### src/rtl/bldc_hall_commutation_controller_core_macros.svh
// assertion macros for the hall commutation controller
`ifndef BLDC_HALL_COMMUTATION_CONTROLLER_CORE_MACROS_SVH
`define BLDC_HALL_COMMUTATION_CONTROLLER_CORE_MACROS_SVH

`ifndef SYNTH

// antecedent holds, consequent holds in the same cycle
`define BHCC_ASSERT_SAME(lbl, clk, rst, ante, cons, msg) \
   lbl: assert property (@(posedge clk) disable iff (rst) (ante) |-> (cons)) \
      else $error(msg);

// antecedent holds, consequent holds in the next cycle
`define BHCC_ASSERT_NEXT(lbl, clk, rst, ante, cons, msg) \
   lbl: assert property (@(posedge clk) disable iff (rst) (ante) |=> (cons)) \
      else $error(msg);

`else

`define BHCC_ASSERT_SAME(lbl, clk, rst, ante, cons, msg)
`define BHCC_ASSERT_NEXT(lbl, clk, rst, ante, cons, msg)

`endif

`endif

### src/rtl/bhcc_pkg.sv
// shared types and constants of the hall commutation controller
package bhcc_pkg;

   // block average lengths, powers of two
   localparam int POT_AVG_LEN  = 16;
   localparam int VBUS_AVG_LEN = 64;

   localparam int POT_SHIFT  = $clog2(POT_AVG_LEN);
   localparam int VBUS_SHIFT = $clog2(VBUS_AVG_LEN);
   localparam int POT_SUM_W  = 12 + POT_SHIFT;
   localparam int VBUS_SUM_W = 12 + VBUS_SHIFT;
   localparam int POT_CNT_W  = POT_SHIFT + 1;
   localparam int VBUS_CNT_W = VBUS_SHIFT + 1;

   localparam logic [15:0] DUTY_FULL_RST  = 16'd3200;
   localparam logic [15:0] DUTY_FLOOR_RST = 16'd200;
   localparam logic [15:0] PRECHARGE_RST  = 16'd2000;

   localparam logic [15:0] DEAD_ZONE = 16'd200;
   localparam logic [15:0] TOP_CLAMP = 16'd3136;
   localparam logic [15:0] STALL_MAX = 16'd65535;

   // register indexes
   localparam logic [1:0] CSR_DUTY_FULL  = 2'd0;
   localparam logic [1:0] CSR_DUTY_FLOOR = 2'd1;
   localparam logic [1:0] CSR_PRECHARGE  = 2'd2;

   // drive modes
   localparam logic [1:0] MODE_OFF  = 2'd0;
   localparam logic [1:0] MODE_LOW  = 2'd1;
   localparam logic [1:0] MODE_COMM = 2'd2;

   // sequencer state codes as reported on the result word
   localparam logic [1:0] SEQ_CODE_OFF       = 2'd0;
   localparam logic [1:0] SEQ_CODE_START     = 2'd1;
   localparam logic [1:0] SEQ_CODE_PRECHARGE = 2'd2;
   localparam logic [1:0] SEQ_CODE_RUN       = 2'd3;

   localparam logic [2:0] HALL_ALL_LOW  = 3'd0;
   localparam logic [2:0] HALL_ALL_HIGH = 3'd7;

   typedef enum logic [3:0] {
      SEQ_OFF       = 4'b0001,
      SEQ_START     = 4'b0010,
      SEQ_PRECHARGE = 4'b0100,
      SEQ_RUN       = 4'b1000
   } seq_type;

   typedef struct packed {
      logic [2:0]  hall_first;
      logic [2:0]  hall_second;
      logic [2:0]  hall_third;
      logic [11:0] pot_sample;
      logic [11:0] vbus_sample;
      logic        stop_request;
      logic        fault_active;
   } req_word_type;

   typedef struct packed {
      logic [1:0]  drive_mode;
      logic [2:0]  commutation_index;
      logic [15:0] duty;
      logic [11:0] vbus_average;
      logic        hall_error;
      logic [1:0]  sequencer_state;
      logic        motor_running;
   } rsp_word_type;

   // filter results after the current word
   typedef struct packed {
      logic [11:0] pot_filtered;
      logic [11:0] vbus_avg;
   } filt_type;

endpackage

### src/rtl/bhcc_if.sv
// channel interfaces of the hall commutation controller
interface bhcc_req_if;
   logic        valid;
   logic        ready;
   logic [2:0]  hall_first;
   logic [2:0]  hall_second;
   logic [2:0]  hall_third;
   logic [11:0] pot_sample;
   logic [11:0] vbus_sample;
   logic        stop_request;
   logic        fault_active;

   modport source (output valid, hall_first, hall_second, hall_third, pot_sample,
                   vbus_sample, stop_request, fault_active, input ready);
   modport sink (input valid, hall_first, hall_second, hall_third, pot_sample,
                 vbus_sample, stop_request, fault_active, output ready);
endinterface

interface bhcc_rsp_if;
   logic        valid;
   logic        ready;
   logic [1:0]  drive_mode;
   logic [2:0]  commutation_index;
   logic [15:0] duty;
   logic [11:0] vbus_average;
   logic        hall_error;
   logic [1:0]  sequencer_state;
   logic        motor_running;

   modport source (output valid, drive_mode, commutation_index, duty, vbus_average,
                   hall_error, sequencer_state, motor_running, input ready);
   modport sink (input valid, drive_mode, commutation_index, duty, vbus_average,
                 hall_error, sequencer_state, motor_running, output ready);
endinterface

interface bhcc_csr_if;
   logic        valid;
   logic        ready;
   logic [1:0]  index;
   logic [15:0] data;

   modport source (output valid, index, data, input ready);
   modport sink (input valid, index, data, output ready);
endinterface

### src/rtl/bhcc_filters.sv
// block averages of the pot and bus voltage samples
module bhcc_filters (
   input  logic                 clock,
   input  logic                 reset,
   input  logic                 advance,
   input  logic [11:0]          pot_sample,
   input  logic [11:0]          vbus_sample,
   output bhcc_pkg::filt_type   filt
);

   logic [bhcc_pkg::POT_SUM_W-1:0]  pot_sum_ff, pot_sum_in, pot_acc;
   logic [bhcc_pkg::POT_CNT_W-1:0]  pot_cnt_ff, pot_cnt_in, pot_cnt_inc;
   logic [11:0]                     pot_filt_ff, pot_filt_in;
   logic [bhcc_pkg::VBUS_SUM_W-1:0] vbus_sum_ff, vbus_sum_in, vbus_acc;
   logic [bhcc_pkg::VBUS_CNT_W-1:0] vbus_cnt_ff, vbus_cnt_in, vbus_cnt_inc;
   logic [11:0]                     vbus_avg_ff, vbus_avg_in;

   always_comb begin
      pot_acc     = pot_sum_ff + bhcc_pkg::POT_SUM_W'(pot_sample);
      pot_cnt_inc = pot_cnt_ff + bhcc_pkg::POT_CNT_W'(1);
      pot_sum_in  = pot_acc;
      pot_cnt_in  = pot_cnt_inc;
      pot_filt_in = pot_filt_ff;
      if (pot_cnt_inc >= bhcc_pkg::POT_CNT_W'(bhcc_pkg::POT_AVG_LEN)) begin
         pot_filt_in = 12'(pot_acc >> bhcc_pkg::POT_SHIFT);
         pot_sum_in  = '0;
         pot_cnt_in  = '0;
      end

      vbus_acc     = vbus_sum_ff + bhcc_pkg::VBUS_SUM_W'(vbus_sample);
      vbus_cnt_inc = vbus_cnt_ff + bhcc_pkg::VBUS_CNT_W'(1);
      vbus_sum_in  = vbus_acc;
      vbus_cnt_in  = vbus_cnt_inc;
      vbus_avg_in  = vbus_avg_ff;
      if (vbus_cnt_inc >= bhcc_pkg::VBUS_CNT_W'(bhcc_pkg::VBUS_AVG_LEN)) begin
         vbus_avg_in = 12'(vbus_acc >> bhcc_pkg::VBUS_SHIFT);
         vbus_sum_in = '0;
         vbus_cnt_in = '0;
      end
   end

   always_ff @(posedge clock) begin
      if (reset) begin
         pot_sum_ff  <= '0;
         pot_cnt_ff  <= '0;
         pot_filt_ff <= '0;
         vbus_sum_ff <= '0;
         vbus_cnt_ff <= '0;
         vbus_avg_ff <= '0;
      end else if (advance) begin
         pot_sum_ff  <= pot_sum_in;
         pot_cnt_ff  <= pot_cnt_in;
         pot_filt_ff <= pot_filt_in;
         vbus_sum_ff <= vbus_sum_in;
         vbus_cnt_ff <= vbus_cnt_in;
         vbus_avg_ff <= vbus_avg_in;
      end
   end

   assign filt.pot_filtered = pot_filt_in;
   assign filt.vbus_avg     = vbus_avg_in;

endmodule

### src/rtl/bldc_hall_commutation_controller_core.sv
// top level of the six-step hall commutation controller
//
// One request word per PWM tick on req_if: three hall samples, pot and bus
// voltage conversions, a stop request and a fault flag. Each word produces
// exactly one response word on rsp_if with the drive mode, commutation index,
// duty, bus voltage average, sticky hall error, sequencer state and run flag.
// Registers duty_full, duty_floor and precharge_ticks (indexes 0 to 2) are
// written on csr_if, which is ready whenever reset is low; write them only
// while no word is in flight.
// A word is taken into an input register; from there the whole tick update
// (hall check, sequencer, averages, one 12x16 multiply for the pot scaling,
// run/stop) is combinational and lands in the response register together
// with the state. rsp_if.valid rises once the word has moved from the input
// register to the response register, which waits for a held response to be
// taken. Throughput is one word per cycle while the receiver takes responses.
// When the receiver stalls, the response register holds its word and the
// input register still takes one more word; req_if.ready then drops until
// the response is taken. Reset returns the registers to their defaults and
// all controller state to off, with both stages empty and ready held low.
`include "bldc_hall_commutation_controller_core_macros.svh"

module bldc_hall_commutation_controller_core (
   input  logic       clock,
   input  logic       reset,
   bhcc_req_if.sink   req_if,
   bhcc_rsp_if.source rsp_if,
   bhcc_csr_if.sink   csr_if
);

   // configuration
   logic [15:0] duty_full_ff, duty_floor_ff, precharge_ticks_ff;

   // pipeline control
   logic                   s1_valid_ff, s1_valid_in;
   bhcc_pkg::req_word_type s1_word_ff;
   logic                   rsp_valid_ff, rsp_valid_in;
   bhcc_pkg::rsp_word_type rsp_word_ff, rsp_word_in;
   logic                   out_free, step, accept;

   // controller state
   bhcc_pkg::seq_type seq_ff, seq_in;
   logic              run_ff, run_in;
   logic [15:0]       pre_ff, pre_in, pre_upd;
   logic [2:0]        hall_before_ff, hall_before_in;
   logic [15:0]       stall_ff, stall_in;
   logic              err_ff, err_in;
   logic [1:0]        drive_ff, drive_in;
   logic [2:0]        idx_ff, idx_in;
   logic [15:0]       duty_ff, duty_in;
   logic [15:0]       pot_duty_ff, pot_duty_in;

   bhcc_pkg::filt_type filt;

   logic        hall_agree, hall_changed, hall_legal, hall_upd;
   logic [27:0] pot_prod;
   logic [15:0] pot_scaled;
   logic [1:0]  seq_code;

   assign out_free    = !rsp_valid_ff || rsp_if.ready;
   assign step        = s1_valid_ff && out_free;
   assign req_if.ready = !reset && (!s1_valid_ff || step);
   assign accept      = req_if.valid && req_if.ready;
   assign s1_valid_in  = accept || (s1_valid_ff && !step);
   assign rsp_valid_in = step || (rsp_valid_ff && !rsp_if.ready);

   assign csr_if.ready = !reset;

   bhcc_filters u_filters (
      .clock       (clock),
      .reset       (reset),
      .advance     (step),
      .pot_sample  (s1_word_ff.pot_sample),
      .vbus_sample (s1_word_ff.vbus_sample),
      .filt        (filt)
   );

   // hall pattern qualification
   assign hall_agree   = (s1_word_ff.hall_first == s1_word_ff.hall_second) &&
                         (s1_word_ff.hall_second == s1_word_ff.hall_third);
   assign hall_changed = s1_word_ff.hall_third != hall_before_ff;
   assign hall_legal   = (s1_word_ff.hall_third != bhcc_pkg::HALL_ALL_LOW) &&
                         (s1_word_ff.hall_third != bhcc_pkg::HALL_ALL_HIGH);
   assign hall_upd     = hall_agree && hall_changed && hall_legal;

   // pot scaling: (filtered * 16 * duty_full) >> 16
   assign pot_prod   = 28'(filt.pot_filtered) * 28'(duty_full_ff);
   assign pot_scaled = pot_prod[27:12];

   always_comb begin
      if (pot_scaled > bhcc_pkg::TOP_CLAMP) begin
         pot_duty_in = duty_full_ff;
      end else if (pot_scaled < bhcc_pkg::DEAD_ZONE) begin
         pot_duty_in = '0;
      end else begin
         pot_duty_in = pot_scaled;
      end
   end

   always_comb begin
      seq_in         = seq_ff;
      pre_upd        = pre_ff;
      hall_before_in = hall_before_ff;
      stall_in       = stall_ff;
      err_in         = err_ff;
      drive_in       = drive_ff;
      idx_in         = idx_ff;
      duty_in        = duty_ff;

      case (seq_ff)
         bhcc_pkg::SEQ_OFF: begin
            drive_in       = bhcc_pkg::MODE_OFF;
            idx_in         = '0;
            duty_in        = duty_floor_ff;
            stall_in       = '0;
            hall_before_in = '0;
         end
         bhcc_pkg::SEQ_START: begin
            drive_in = bhcc_pkg::MODE_LOW;
            idx_in   = '0;
            pre_upd  = precharge_ticks_ff;
            seq_in   = bhcc_pkg::SEQ_PRECHARGE;
         end
         bhcc_pkg::SEQ_PRECHARGE: begin
            if (pre_ff == '0) begin
               duty_in = pot_duty_ff;
               seq_in  = bhcc_pkg::SEQ_RUN;
               if (hall_agree && hall_changed) begin
                  hall_before_in = s1_word_ff.hall_third;
                  if (!hall_legal) begin
                     err_in = 1'b1;
                  end
               end
               if (hall_upd) begin
                  drive_in = bhcc_pkg::MODE_COMM;
                  idx_in   = s1_word_ff.hall_third;
               end else begin
                  drive_in = bhcc_pkg::MODE_OFF;
                  idx_in   = '0;
               end
            end
         end
         bhcc_pkg::SEQ_RUN: begin
            duty_in = pot_duty_ff;
            if (hall_agree && hall_changed) begin
               hall_before_in = s1_word_ff.hall_third;
               if (!hall_legal) begin
                  err_in = 1'b1;
               end
            end
            if (hall_upd) begin
               stall_in = '0;
               drive_in = bhcc_pkg::MODE_COMM;
               idx_in   = s1_word_ff.hall_third;
            end else if (stall_ff < bhcc_pkg::STALL_MAX) begin
               stall_in = stall_ff + 16'd1;
            end else begin
               err_in = 1'b1;
            end
         end
         default: begin
            seq_in = bhcc_pkg::SEQ_OFF;
         end
      endcase

      // precharge countdown
      pre_in = (pre_upd != '0) ? pre_upd - 16'd1 : pre_upd;

      // run/stop decision on the fresh pot duty
      run_in = run_ff;
      if (!run_ff) begin
         if (!s1_word_ff.fault_active && (pot_duty_in >= duty_floor_ff)) begin
            run_in = 1'b1;
            seq_in = bhcc_pkg::SEQ_START;
         end
      end else if (s1_word_ff.stop_request || (pot_duty_in == '0)) begin
         run_in = 1'b0;
         seq_in = bhcc_pkg::SEQ_OFF;
      end
   end

   always_comb begin
      case (seq_in)
         bhcc_pkg::SEQ_OFF:       seq_code = bhcc_pkg::SEQ_CODE_OFF;
         bhcc_pkg::SEQ_START:     seq_code = bhcc_pkg::SEQ_CODE_START;
         bhcc_pkg::SEQ_PRECHARGE: seq_code = bhcc_pkg::SEQ_CODE_PRECHARGE;
         bhcc_pkg::SEQ_RUN:       seq_code = bhcc_pkg::SEQ_CODE_RUN;
         default:                 seq_code = bhcc_pkg::SEQ_CODE_OFF;
      endcase
   end

   always_comb begin
      rsp_word_in.drive_mode        = drive_in;
      rsp_word_in.commutation_index = idx_in;
      rsp_word_in.duty              = duty_in;
      rsp_word_in.vbus_average      = filt.vbus_avg;
      rsp_word_in.hall_error        = err_in;
      rsp_word_in.sequencer_state   = seq_code;
      rsp_word_in.motor_running     = run_in;
   end

   // configuration registers, indexes past the list are dropped
   always_ff @(posedge clock) begin
      if (reset) begin
         duty_full_ff       <= bhcc_pkg::DUTY_FULL_RST;
         duty_floor_ff      <= bhcc_pkg::DUTY_FLOOR_RST;
         precharge_ticks_ff <= bhcc_pkg::PRECHARGE_RST;
      end else if (csr_if.valid) begin
         case (csr_if.index)
            bhcc_pkg::CSR_DUTY_FULL:  duty_full_ff       <= csr_if.data;
            bhcc_pkg::CSR_DUTY_FLOOR: duty_floor_ff      <= csr_if.data;
            bhcc_pkg::CSR_PRECHARGE:  precharge_ticks_ff <= csr_if.data;
            default: ;
         endcase
      end
   end

   always_ff @(posedge clock) begin
      if (reset) begin
         s1_valid_ff  <= 1'b0;
         rsp_valid_ff <= 1'b0;
      end else begin
         s1_valid_ff  <= s1_valid_in;
         rsp_valid_ff <= rsp_valid_in;
      end
   end

   always_ff @(posedge clock) begin
      if (accept) begin
         s1_word_ff.hall_first   <= req_if.hall_first;
         s1_word_ff.hall_second  <= req_if.hall_second;
         s1_word_ff.hall_third   <= req_if.hall_third;
         s1_word_ff.pot_sample   <= req_if.pot_sample;
         s1_word_ff.vbus_sample  <= req_if.vbus_sample;
         s1_word_ff.stop_request <= req_if.stop_request;
         s1_word_ff.fault_active <= req_if.fault_active;
      end
      if (step) begin
         rsp_word_ff <= rsp_word_in;
      end
   end

   always_ff @(posedge clock) begin
      if (reset) begin
         seq_ff         <= bhcc_pkg::SEQ_OFF;
         run_ff         <= 1'b0;
         pre_ff         <= '0;
         hall_before_ff <= '0;
         stall_ff       <= '0;
         err_ff         <= 1'b0;
         drive_ff       <= bhcc_pkg::MODE_OFF;
         idx_ff         <= '0;
         duty_ff        <= '0;
         pot_duty_ff    <= '0;
      end else if (step) begin
         seq_ff         <= seq_in;
         run_ff         <= run_in;
         pre_ff         <= pre_in;
         hall_before_ff <= hall_before_in;
         stall_ff       <= stall_in;
         err_ff         <= err_in;
         drive_ff       <= drive_in;
         idx_ff         <= idx_in;
         duty_ff        <= duty_in;
         pot_duty_ff    <= pot_duty_in;
      end
   end

   assign rsp_if.valid             = rsp_valid_ff;
   assign rsp_if.drive_mode        = rsp_word_ff.drive_mode;
   assign rsp_if.commutation_index = rsp_word_ff.commutation_index;
   assign rsp_if.duty              = rsp_word_ff.duty;
   assign rsp_if.vbus_average      = rsp_word_ff.vbus_average;
   assign rsp_if.hall_error        = rsp_word_ff.hall_error;
   assign rsp_if.sequencer_state   = rsp_word_ff.sequencer_state;
   assign rsp_if.motor_running     = rsp_word_ff.motor_running;

   // hall error is sticky until reset
   `BHCC_ASSERT_NEXT(a_err_sticky, clock, reset, err_ff, err_ff, "hall error cleared")
   // run flag and a live sequencer go together
   `BHCC_ASSERT_SAME(a_run_seq, clock, reset, 1'b1, run_ff == (seq_ff != bhcc_pkg::SEQ_OFF),
                     "run flag disagrees with sequencer")
   // during precharge the low sides stay on
   `BHCC_ASSERT_SAME(a_pre_low, clock, reset, seq_ff == bhcc_pkg::SEQ_PRECHARGE,
                     drive_ff == bhcc_pkg::MODE_LOW, "precharge without low-side drive")
   // an index is only carried while commutating
   `BHCC_ASSERT_SAME(a_idx_comm, clock, reset, idx_ff != 3'd0,
                     drive_ff == bhcc_pkg::MODE_COMM, "index set outside commutation")

endmodule
### src/flat_wrapper.sv
// flat-port wrapper written by rule: the top's interface ports become plain ports
module bldc_hall_commutation_controller_core_flat 
  (clock, reset, req_if_valid, req_if_hall_first, req_if_hall_second, req_if_hall_third, req_if_pot_sample, req_if_vbus_sample, req_if_stop_request, req_if_fault_active, req_if_ready, rsp_if_valid, rsp_if_drive_mode, rsp_if_commutation_index, rsp_if_duty, rsp_if_vbus_average, rsp_if_hall_error, rsp_if_sequencer_state, rsp_if_motor_running, rsp_if_ready, csr_if_valid, csr_if_index, csr_if_data, csr_if_ready);
  bhcc_req_if req_if_i ();
  bhcc_rsp_if rsp_if_i ();
  bhcc_csr_if csr_if_i ();
  input  logic clock;
  input  logic reset;
  input wire logic [$bits(req_if_i.valid)-1:0] req_if_valid;
  input wire logic [$bits(req_if_i.hall_first)-1:0] req_if_hall_first;
  input wire logic [$bits(req_if_i.hall_second)-1:0] req_if_hall_second;
  input wire logic [$bits(req_if_i.hall_third)-1:0] req_if_hall_third;
  input wire logic [$bits(req_if_i.pot_sample)-1:0] req_if_pot_sample;
  input wire logic [$bits(req_if_i.vbus_sample)-1:0] req_if_vbus_sample;
  input wire logic [$bits(req_if_i.stop_request)-1:0] req_if_stop_request;
  input wire logic [$bits(req_if_i.fault_active)-1:0] req_if_fault_active;
  output wire logic [$bits(req_if_i.ready)-1:0] req_if_ready;
  output wire logic [$bits(rsp_if_i.valid)-1:0] rsp_if_valid;
  output wire logic [$bits(rsp_if_i.drive_mode)-1:0] rsp_if_drive_mode;
  output wire logic [$bits(rsp_if_i.commutation_index)-1:0] rsp_if_commutation_index;
  output wire logic [$bits(rsp_if_i.duty)-1:0] rsp_if_duty;
  output wire logic [$bits(rsp_if_i.vbus_average)-1:0] rsp_if_vbus_average;
  output wire logic [$bits(rsp_if_i.hall_error)-1:0] rsp_if_hall_error;
  output wire logic [$bits(rsp_if_i.sequencer_state)-1:0] rsp_if_sequencer_state;
  output wire logic [$bits(rsp_if_i.motor_running)-1:0] rsp_if_motor_running;
  input wire logic [$bits(rsp_if_i.ready)-1:0] rsp_if_ready;
  input wire logic [$bits(csr_if_i.valid)-1:0] csr_if_valid;
  input wire logic [$bits(csr_if_i.index)-1:0] csr_if_index;
  input wire logic [$bits(csr_if_i.data)-1:0] csr_if_data;
  output wire logic [$bits(csr_if_i.ready)-1:0] csr_if_ready;
  assign req_if_i.valid = req_if_valid;
  assign req_if_i.hall_first = req_if_hall_first;
  assign req_if_i.hall_second = req_if_hall_second;
  assign req_if_i.hall_third = req_if_hall_third;
  assign req_if_i.pot_sample = req_if_pot_sample;
  assign req_if_i.vbus_sample = req_if_vbus_sample;
  assign req_if_i.stop_request = req_if_stop_request;
  assign req_if_i.fault_active = req_if_fault_active;
  assign req_if_ready = req_if_i.ready;
  assign rsp_if_valid = rsp_if_i.valid;
  assign rsp_if_drive_mode = rsp_if_i.drive_mode;
  assign rsp_if_commutation_index = rsp_if_i.commutation_index;
  assign rsp_if_duty = rsp_if_i.duty;
  assign rsp_if_vbus_average = rsp_if_i.vbus_average;
  assign rsp_if_hall_error = rsp_if_i.hall_error;
  assign rsp_if_sequencer_state = rsp_if_i.sequencer_state;
  assign rsp_if_motor_running = rsp_if_i.motor_running;
  assign rsp_if_i.ready = rsp_if_ready;
  assign csr_if_i.valid = csr_if_valid;
  assign csr_if_i.index = csr_if_index;
  assign csr_if_i.data = csr_if_data;
  assign csr_if_ready = csr_if_i.ready;
  bldc_hall_commutation_controller_core u_core (.clock(clock), .reset(reset), .req_if(req_if_i), .rsp_if(rsp_if_i), .csr_if(csr_if_i));
endmodule
### config.mk
export PLATFORM = sky130hd
export DESIGN_NAME = bldc_hall_commutation_controller_core_flat
export DESIGN_NICKNAME = d
export VERILOG_FILES = /design/src/rtl/bhcc_pkg.sv /design/src/rtl/bhcc_if.sv /design/src/rtl/bhcc_filters.sv /design/src/rtl/bldc_hall_commutation_controller_core.sv /design/src/flat_wrapper.sv
export VERILOG_INCLUDE_DIRS = /design/src /design/src/rtl
export SDC_FILE = /design/constraint.sdc
export NUM_CORES = 1
export LEC_CHECK = 0
export BUFFER_PORTS_ARGS = -buffer_cell sky130_fd_sc_hd__buf_4
export CAP_MARGIN = 20
export CORE_UTILIZATION = 58
export DETAILED_ROUTE_END_ITERATION = 10
export PLACE_DENSITY = 0.74
export SKIP_CTS_REPAIR_TIMING = 1
export SLEW_MARGIN = 20
export SYNTH_ARGS = -nofsm -noshare
export SYNTH_HDL_FRONTEND = slang
export SYNTH_HIERARCHICAL = 1
export SYNTH_SLANG_ARGS = --single-unit
### constraint.sdc
create_clock -name clock -period 12.6 [get_ports clock]
set_input_delay 2.52 -clock clock [delete_from_list [all_inputs] [get_ports clock]]
set_output_delay 2.52 -clock clock [all_outputs]
set_load 0.005 [all_outputs]
==> flow_summary_export.csv, run 1 <==
group,metric,value,unit
floorplan,die-area,0.0344,sq mm
power,finalPower,2.28,mW
setup_path,rr_startpoint,"u_core/s1_word_ff[16]$_DFFE_PP_",
yosys,synthFlopType,"dfxtp_1",
yosys,yosysMostFrequentCell,"nand2_1",
sta,rsz0062_at_grt,"false",
yosys,ys_top_cells_by_count,"nand2_1 (393), inv_1 (233), dfxtp_1 (198)",
setup_path,crit_start,"u_core/s1_word_ff[16]$_DFFE_PP_",
sta,finalSetupViolations,0,
floorplan,initial_core_util,0.595,
cts,cts.clk_slew.worst_paths,0.06,ns
setup_path,regToRegSetupSlack,1.89,ns
setup_path,worst-path-buf-inv,6,
power,p_int,1.60,mW
global_route,grt_use_total,0.290,
sta,worst_slew_pin_slew,1.04,ns
routing,drtIter0Drc,1326,
yosys,synth_seq_cells,270,
yosys,synth-edff-count,72,
floorplan,fp.dieW,186,microns
cts,cts_sinks,270,
hold_path,hp-class,"flip-flop to flip-flop",
cts,cts-root-buf,"clkbuf_16",
yosys,syn_area_per_cell,8.71,sq um
floorplan,io-pin-count,98,
power,p_leak,9.35,nW
finish,syn_to_final_growth,10.0,%
power,p_per_area,106,mW/mm^2
yosys,synthTopCellsByArea,"dfxtp_1 (20%), fa_1 (14%), edfxtp_1 (11%)",
yosys,ys_warn_count,6,
sta,hold_viol,0,
routing,post_drt_wl_per_cell,17.7,microns
finish,drive_above_1_share,0.103,
routing,dr.pass1.iters,8,
routing,drc,0,
setup_path,crit_path_max_incr_delay,0.82,ns
cts,clk_latency,0.59,ns
setup_path,worstPathMaxFanout,20,
routing,antenna_left,0,
global_route,grt_max_degree,96,
global_route,antenna_found_initial,0,
yosys,syn_area,0.0195,sq mm
power,ir_drop,116,uV
cts,h-tree-depth,1,
yosys,ys_seq_area_frac,0.313,
cts,cts_buffer_depth,3,
power,seq_power_share,0.436,
sta,clock.fmax,93.3,MHz
setup_path,cp.required,12.93,ns
yosys,synth_area_leader_cell,"dfxtp_1",
placement,dp_hpwl,34.9,mm
yosys,syn_inst,2245,
setup_path,cp_common_cell,"fa_1",
sta,slew_headroom,0.302,
setup_path,endpoint_kind,"flip-flop",
yosys,ys_types,106,
placement,portBuffers,97,
setup_path,start_kind,"flip-flop",
job,cap_violations,0,
finish,fin_cells,2746,
sta,tns,0,ns
yosys,async_reset_ff_frac,0,
global_route,grt_pass1_vias,16326,
global_route,grt_pass1_wl,80.3,mm
sta,period_needed,10.71,ns
floorplan,core,0.0329,sq mm
sta,maxSlewViolCount,0,
cts,cts_buffers,29,
outcome,status,"complete, no violations",
sta,period_share,0.850,
routing,viasPerCell,5.92,
yosys,synthesis.nets,2551,
power,clockPowerShare,0.378,
power,switching_share,0.297,
sta,finClkSkew,0.0210,ns
floorplan,rows,66,
setup_path,critPathSlowestCell,"o21ai_0",
power,p_switching,0.676,mW
hold_path,min-delay-start,"u_core/u_filters/vbus_avg_ff[0]$_SDFFE_PP0P_",
finish,nets,2587,
setup_path,crit_family,"adder cells",
power,p_comb_frac,0.186,
routing,num_vias,16246,
routing,drt_wl_total,48.7,mm
finish,fill_cells,2830,
setup_path,crit_type,"flip-flop to flip-flop",
setup_path,cp.arrival,11.04,ns
cts,cts_tree,"built",
placement,gp_congestion,0.910,
finish,diodes,0,
yosys,synth_top_area_frac,0.203,
floorplan,fp.dieH,186,microns
global_route,grt_overflow,0,
placement,post-place-cells,2692,
[cells by family after synthesis]
logic type      after synthesis  synth area share
compound gates              484             0.167
xor+xnor                     58            0.0264
fa+ha+maj                   248             0.213
buf+inv                     347            0.0691
flops                       270             0.313
mux                          27            0.0147
simple gates                811             0.197
[state kept, by name (all words and copies together) (netlist names), 16 cells and up]
name                          cells
u_core/u_filters/vbus_sum_ff     18
u_core/s1_word_ff                35
u_core/pre_ff                    16
u_core/duty_ff                   16
u_core/stall_ff                  16
u_core/duty_floor_ff             16
u_core/precharge_ticks_ff        16
u_core/duty_full_ff              16
u_core/rsp_if.duty               16
u_core/pot_duty_ff               16
u_core/u_filters/pot_sum_ff      16
[power by group through the flow]
| stage | Sequential, mW | Clock [mW] | Combinational [mW] |
|---|---|---|---|
| floorplan | 0.988 | 0 | 0.321 |
| global placement | 1.00 | 0 | 0.402 |
| detailed placement | 1.01 | 0 | 0.414 |
| CTS | 0.989 | 0.876 | 0.418 |
| global route | 0.997 | 0.909 | 0.475 |
| finish | 0.991 | 0.860 | 0.424 |
[routing by layer]
metal	up-vias	part of all wire	track usage
met2	491	0.48	0.500
met5	-	0	0
li1	7724	-	-
met4	0	0.025	0.0846
met1	7940	0.43	0.379
met3	91	0.059	0.0382
[cell usage in the layout (no fill, tap or decap), types with 16 or more instances in the layout]
cell	n
xor2_1	30
xnor2_1	27
fa_1	141
a21o_1	24
buf_4	119
and3_1	17
a222oi_1	16
o21ai_0	92
and2_1	71
edfxtp_1	72
or3_1	18
dfxtp_1	198
clkbuf_16	29
a211oi_1	28
nand4_1	21
inv_1	232
nand2_1	393
nor2_1	123
a22o_1	20
a21oi_1	144
nor3_1	30
o21ai_1	16
nor2b_1	17
nand3_1	43
ha_1	107
[stage by stage]
stage,hold WS [ns],util,setup WS (ns),cell area [sq um]
detailed placement,0.447,0.625,2.13,20600
CTS,0.455,0.655,2.06,21500
finish,0.456,0.655,1.89,21500
floorplan,0.429,-,3.05,19500
global placement,0.440,0.625,2.11,20500
global route,0.471,0.655,1.33,21500
[final cells by class]
class                           count  area (sq um)  share of cell area
Inverter                          233           877              0.0408
Clock buffer                       37           786              0.0365
Sequential cell                   270          6130               0.285
Timing Repair Buffer              119           893              0.0415
Tap cell                          442           553              0.0257
Multi-Input combinational cell   1628         12100               0.563
Clock inverter                     17           169             0.00785
[final timing paths]
path / endpoint / cells past startpoint
worst max-delay path: u_core/rsp_if.sequencer_state[1]$_DFFE_PP_ / 39
worst min-delay path: u_core/u_filters/vbus_avg_ff[0]$_SDFFE_PP0P_ / 2
worst max register to register: u_core/rsp_if.sequencer_state[1]$_DFFE_PP_ / 39
worst min register to register: u_core/u_filters/vbus_avg_ff[0]$_SDFFE_PP0P_ / 2
[tightest hold or removal path: cells and delay by family (launching register included)]
kind	cells	cell delay, ns
AO/OA/AOI/OAI	1	0.05
AND/OR/NAND/NOR	1	0.05
flip-flops	1	0.31
Power figures use the tool's default switching activity.
==> inputs of run 2 (changes only) <==
Settings changed: PLACE_DENSITY 0.74 to 0.86.
==> run 2 against run 1 <==
Setup slack improved by 0.017 ns. Maximum frequency grew 0.16%. Highest routed layer unchanged. Largest cell class unchanged. Critical path depth up 2. Via count grew 2.8%. Non-clock buffer count is 1 higher. Critical path type unchanged. Register-to-register slack better by 0.02 ns. Cell area grew 0.27%.
==> flow_summary_export.csv, run 2 (synthesis results as in run 1) <==
group,metric,value,unit
power,ir_drop,135,uV
hold_path,hp-class,"flip-flop to flip-flop",
power,p_int,1.64,mW
finish,drive_above_1_share,0.105,
sta,rsz0062_at_grt,"false",
finish,reg.largest.list,"u_core/s1_word_ff: 35 flops, u_core/u_filters/vbus_sum_ff: 18 flops",
power,p_switching,0.671,mW
floorplan,initial_core_util,0.595,
cts,cts_buffers,29,
floorplan,fp.dieW,186,microns
cts,cts.clk_slew.worst_paths,0.06,ns
setup_path,crit_path_max_incr_delay,0.54,ns
placement,dp_hpwl,34.7,mm
finish,layout_common_cells,"nand2_1 (393), inv_1 (232), dfxtp_1 (198), a21oi_1 (144), fa_1 (141)",
cts,cts_sinks,270,
setup_path,start_kind,"flip-flop",
sta,slew_headroom,0.292,
finish,multi_input_area,0.0121,sq mm
global_route,grt_overflow,0,
floorplan,rows,66,
routing,drc,0,
sta,finClkSkew,0.0267,ns
setup_path,cp_common_cell,"fa_1",
sta,period_share,0.849,
placement,portBuffers,97,
placement,placed_area,0.0206,sq mm
sta,worst_slew_pin_slew,1.06,ns
power,p_leak,9.39,nW
floorplan,io-pin-count,98,
power,seq_power_share,0.428,
finish,mostFrequentLayoutCell,"nand2_1",
cts,cts_tree,"built",
sta,hold_viol,0,
setup_path,crit_type,"flip-flop to flip-flop",
power,switching_share,0.290,
finish,seqCellArea,0.00613,sq mm
job,cap_violations,0,
routing,post_drt_wl_per_cell,17.9,microns
global_route,grt_pass1_wl,81.5,mm
routing,drt_wl_total,49.2,mm
power,p_per_area,107,mW/mm^2
setup_path,crit_start,"u_core/s1_word_ff[14]$_DFFE_PP_",
sta,clock.fmax,93.5,MHz
setup_path,endpoint_kind,"flip-flop",
routing,dr.pass1.iters,6,
hold_path,min-delay-start,"u_core/idx_ff[1]$_SDFFE_PP0P_",
global_route,grt_pass1_vias,17030,
finish,nets,2588,
cts,cts-root-buf,"clkbuf_16",
power,p_comb_frac,0.185,
routing,antenna_left,0,
finish,fill_cells,2644,
finish,largest_reg_flops,35,
cts,h-tree-depth,1,
routing,num_vias,16694,
sta,tns,0,ns
sta,maxSlewViolCount,0,
finish,syn_to_final_growth,10.4,%
floorplan,die-area,0.0344,sq mm
finish,regMostFlops,"u_core/s1_word_ff",
setup_path,cp.required,12.93,ns
sta,finalSetupViolations,0,
cts,clk_latency,0.58,ns
finish,fin_area,0.0216,sq mm
placement,gp_congestion,0.883,
global_route,antenna_found_initial,0,
global_route,grt_use_total,0.291,
setup_path,worstPathMaxFanout,20,
cts,cts_buffer_depth,3,
finish,diodes,0,
sta,period_needed,10.70,ns
routing,drtIter0Drc,1569,
outcome,status,"complete, no violations",
global_route,grt_max_degree,94,
power,clockPowerShare,0.387,
setup_path,rr_startpoint,"u_core/s1_word_ff[14]$_DFFE_PP_",
floorplan,fp.dieH,186,microns
routing,viasPerCell,6.08,
setup_path,critPathSlowestCell,"fa_1",
setup_path,cp.arrival,11.03,ns
floorplan,core,0.0329,sq mm
## run 2: cell types whose count changed in the layout (fill, tap and decap cells not counted), sizes merged
cell,change
clkbuf,-2
inv,-3
clkinv,+5
bufinv,+2
clkinvlp,-2
buf,+1
## run 2: per-layer routing
layer,vias to the layer above,GRT usage,wire (microns)
li1,7745,-,-
met1,8055,0.374,20100
met2,748,0.492,23700
met3,146,0.0468,3890
met4,0,0.109,1480
met5,-,0,0
## run 2: stage by stage
step	power [mW]	hold WS [ns]	std cells	util	setup slack (ns)
after CTS	2.31	0.457	2747	0.656	2.00
after detailed placement	1.42	0.449	2693	0.625	2.15
after floorplan	1.31	0.429	2245	-	3.05
after global placement	1.40	0.439	2693	0.625	2.46
final	2.32	0.457	2747	0.656	1.90
after global routing	2.41	0.477	2747	0.656	1.26
## run 2: worst max-delay path, delay by kind of cell, from the launching register on
kind,cells,cell delay (ns)
buffers and inverters,7,0.79
and+or+nand+nor,4,0.88
muxes,2,0.72
adders and majority gates,9,4.04
xor gates and xnor gates,2,0.29
DFF,1,0.39
AOI/OAI and AO/OA,17,3.31
## run 2: path summary, 6_finish.rpt
kind | to | slack (ns) | depth (start not counted)
worst min-delay path | u_core/idx_ff[1]$_SDFFE_PP0P_ | 0.46 | 2
worst max register to register | u_core/rsp_if.sequencer_state[1]$_DFFE_PP_ | 1.90 | 41
worst max-delay path | u_core/rsp_if.sequencer_state[1]$_DFFE_PP_ | 1.90 | 41
worst min register to register | u_core/idx_ff[1]$_SDFFE_PP0P_ | 0.46 | 2
## run 2: final cells by class
class	instances	share of cell area
Multi-Input combinational cell	1628	0.561
Inverter	233	0.0407
Tap cell	442	0.0256
Sequential cell	270	0.284
Clock buffer	35	0.0365
Timing Repair Buffer	120	0.0418
Clock inverter	19	0.0107
## run 2: power groups by stage
| stage | Combinational [mW] | Sequential, mW | Clock [mW] |
|---|---|---|---|
| floorplan | 0.321 | 0.988 | 0 |
| global placement | 0.399 | 1.00 | 0 |
| detailed placement | 0.418 | 1.01 | 0 |
| CTS | 0.422 | 0.988 | 0.904 |
| global route | 0.471 | 0.996 | 0.944 |
| finish | 0.429 | 0.991 | 0.895 |
==> inputs of run 3 (changes only) <==
Clock period 12.6 ns to 10.8 ns, I/O delays scaled along.
==> run 3 against run 2 <==
Wire length shrank 1.2%. Hold slack better by 0.0024 ns. Critical path type unchanged. Via count is 0.95% lower. Clock power is 3.1% higher. Combinational power is 16% higher. Global-route usage decreased by 0.41 points. Largest power group unchanged. Setup slack worse by 1.3 ns.
==> flow_summary_export.csv, run 3 (synthesis results as in run 1) <==
group,metric,value,unit
cts,cts.clk_slew.worst_paths,0.06,ns
global_route,grt_pass1_vias,16460,
cts,cts_buffers,28,
cts,cts_buffer_depth,3,
finish,fill_cells,2641,
finish,fin_cells,2745,
finish,largest_reg_flops,35,
sta,slew_headroom,0.286,
placement,portBuffers,97,
cts,cts_tree,"built",
setup_path,worstPathMaxFanout,20,
finish,reg.largest.list,"u_core/s1_word_ff: 35 flops, u_core/u_filters/vbus_sum_ff: 18 flops",
sta,maxSlewViolCount,0,
global_route,grt_pass1_wl,79.8,mm
finish,drive_above_1_share,0.101,
floorplan,initial_core_util,0.595,
sta,rsz0062_at_grt,"false",
setup_path,endpoint_kind,"flip-flop",
sta,hold_viol,0,
routing,num_vias,16535,
outcome,status,"complete, no violations",
sta,clock.fmax,97.6,MHz
cts,cts-root-buf,"clkbuf_16",
sta,period_share,0.948,
finish,diodes,0,
routing,drc,0,
global_route,grt_overflow,0,
routing,viasPerCell,6.02,
routing,drtIter0Drc,1516,
power,clockPowerShare,0.358,
sta,finalSetupViolations,0,
job,cap_violations,0,
setup_path,crit_path_max_incr_delay,0.57,ns
floorplan,rows,66,
global_route,grt_use_total,0.287,
power,p_int,1.82,mW
sta,tns,0,ns
finish,regMostFlops,"u_core/s1_word_ff",
finish,syn_to_final_growth,9.67,%
power,finalPower,2.58,mW
power,switching_share,0.296,
floorplan,core,0.0329,sq mm
setup_path,start_kind,"flip-flop",
power,p_leak,9.33,nW
setup_path,cp_common_cell,"fa_1",
placement,dp_hpwl,34.4,mm
finish,layout_common_cells,"nand2_1 (393), inv_1 (232), dfxtp_1 (198), a21oi_1 (144), fa_1 (141)",
setup_path,critPathSlowestCell,"fa_1",
power,seq_power_share,0.449,
cts,cts_sinks,270,
floorplan,io-pin-count,98,
cts,clk_latency,0.58,ns
placement,post-place-cells,2693,
sta,worst_slew_pin_slew,1.07,ns
global_route,antenna_found_initial,0,
floorplan,fp.dieW,186,microns
placement,gp_congestion,0.915,
setup_path,crit_type,"flip-flop to flip-flop",
setup_path,cp.arrival,10.57,ns
power,p_switching,0.763,mW
sta,finClkSkew,0.0394,ns
floorplan,fp.dieH,186,microns
cts,h-tree-depth,1,
routing,dr.pass1.iters,8,
floorplan,die-area,0.0344,sq mm
power,ir_drop,113,uV
routing,drt_wl_total,48.6,mm
sta,period_needed,10.24,ns
setup_path,cp.required,11.13,ns
routing,post_drt_wl_per_cell,17.7,microns
global_route,grt_max_degree,94,
finish,mostFrequentLayoutCell,"nand2_1",
hold_path,hp-class,"flip-flop to flip-flop",
finish,nets,2587,
power,p_per_area,120,mW/mm^2
power,p_comb_frac,0.193,
routing,antenna_left,0,
[run 3: metrics by stage]
step           hold slack [ns]  setup WS, ns   util  instance area [sq um]
6_report                 0.459         0.558  0.652                  21400
5_1_grt                  0.478        0.0224  0.652                  21400
4_1_cts                  0.457         0.333  0.652                  21400
3_5_place_dp             0.448         0.383  0.625                  20600
3_3_place_gp             0.439         0.716  0.625                  20600
2_1_floorplan            0.429          1.25      -                  19500
[run 3: final cells by class]
class	instances	area, sq um	area share
multi-input combinational	1628	12100	0.564
sequential	270	6130	0.286
timing repair buffer	120	905	0.0422
inverter	233	877	0.0409
clock buffer	43	807	0.0376
tap	442	553	0.0258
clock inverter	9	72.6	0.00339
[run 3: path summary, 6_finish.rpt]
path,startpoint,endpoint,slack (ns),depth (start not counted)
hold / removal,u_core/u_filters/pot_filt_ff[6]$_SDFFE_PP0P_,u_core/u_filters/pot_filt_ff[6]$_SDFFE_PP0P_,0.46,2
hold reg to reg,u_core/u_filters/pot_filt_ff[6]$_SDFFE_PP0P_,u_core/u_filters/pot_filt_ff[6]$_SDFFE_PP0P_,0.46,2
setup / recovery,u_core/s1_word_ff[14]$_DFFE_PP_,u_core/rsp_if.sequencer_state[1]$_DFFE_PP_,0.56,41
setup reg to reg,u_core/s1_word_ff[14]$_DFFE_PP_,u_core/rsp_if.sequencer_state[1]$_DFFE_PP_,0.56,41
[run 3: routing by layer]
layer  global-route usage  vias up  share of wire
met2                0.484      750           0.48
met5                    0        -              0
met4                0.100        0          0.031
met3               0.0538      133          0.090
li1                     -     7712              -
met1                0.368     7940           0.40
[run 3: power by group through the flow]
stage / Sequential [mW] / Combinational (mW) / Clock [mW]
3_3_place_gp: 1.17 / 0.465 / 0
3_5_place_dp: 1.18 / 0.485 / 0
5_1_grt: 1.16 / 0.548 / 0.973
4_1_cts: 1.15 / 0.490 / 0.930
6_report: 1.16 / 0.497 / 0.923
2_1_floorplan: 1.15 / 0.374 / 0
[run 3: critical path: cells and delay by family (launching register included)]
| family | cells | cell delay [ns] |
|---|---|---|
| AOI/OAI and AO/OA | 17 | 3.11 |
| muxes | 2 | 0.68 |
| and+or+nand+nor | 4 | 0.80 |
| buffers and inverters | 7 | 0.75 |
| DFF | 1 | 0.37 |
| adders and majority gates | 9 | 4.04 |
| xor gates and xnor gates | 2 | 0.26 |
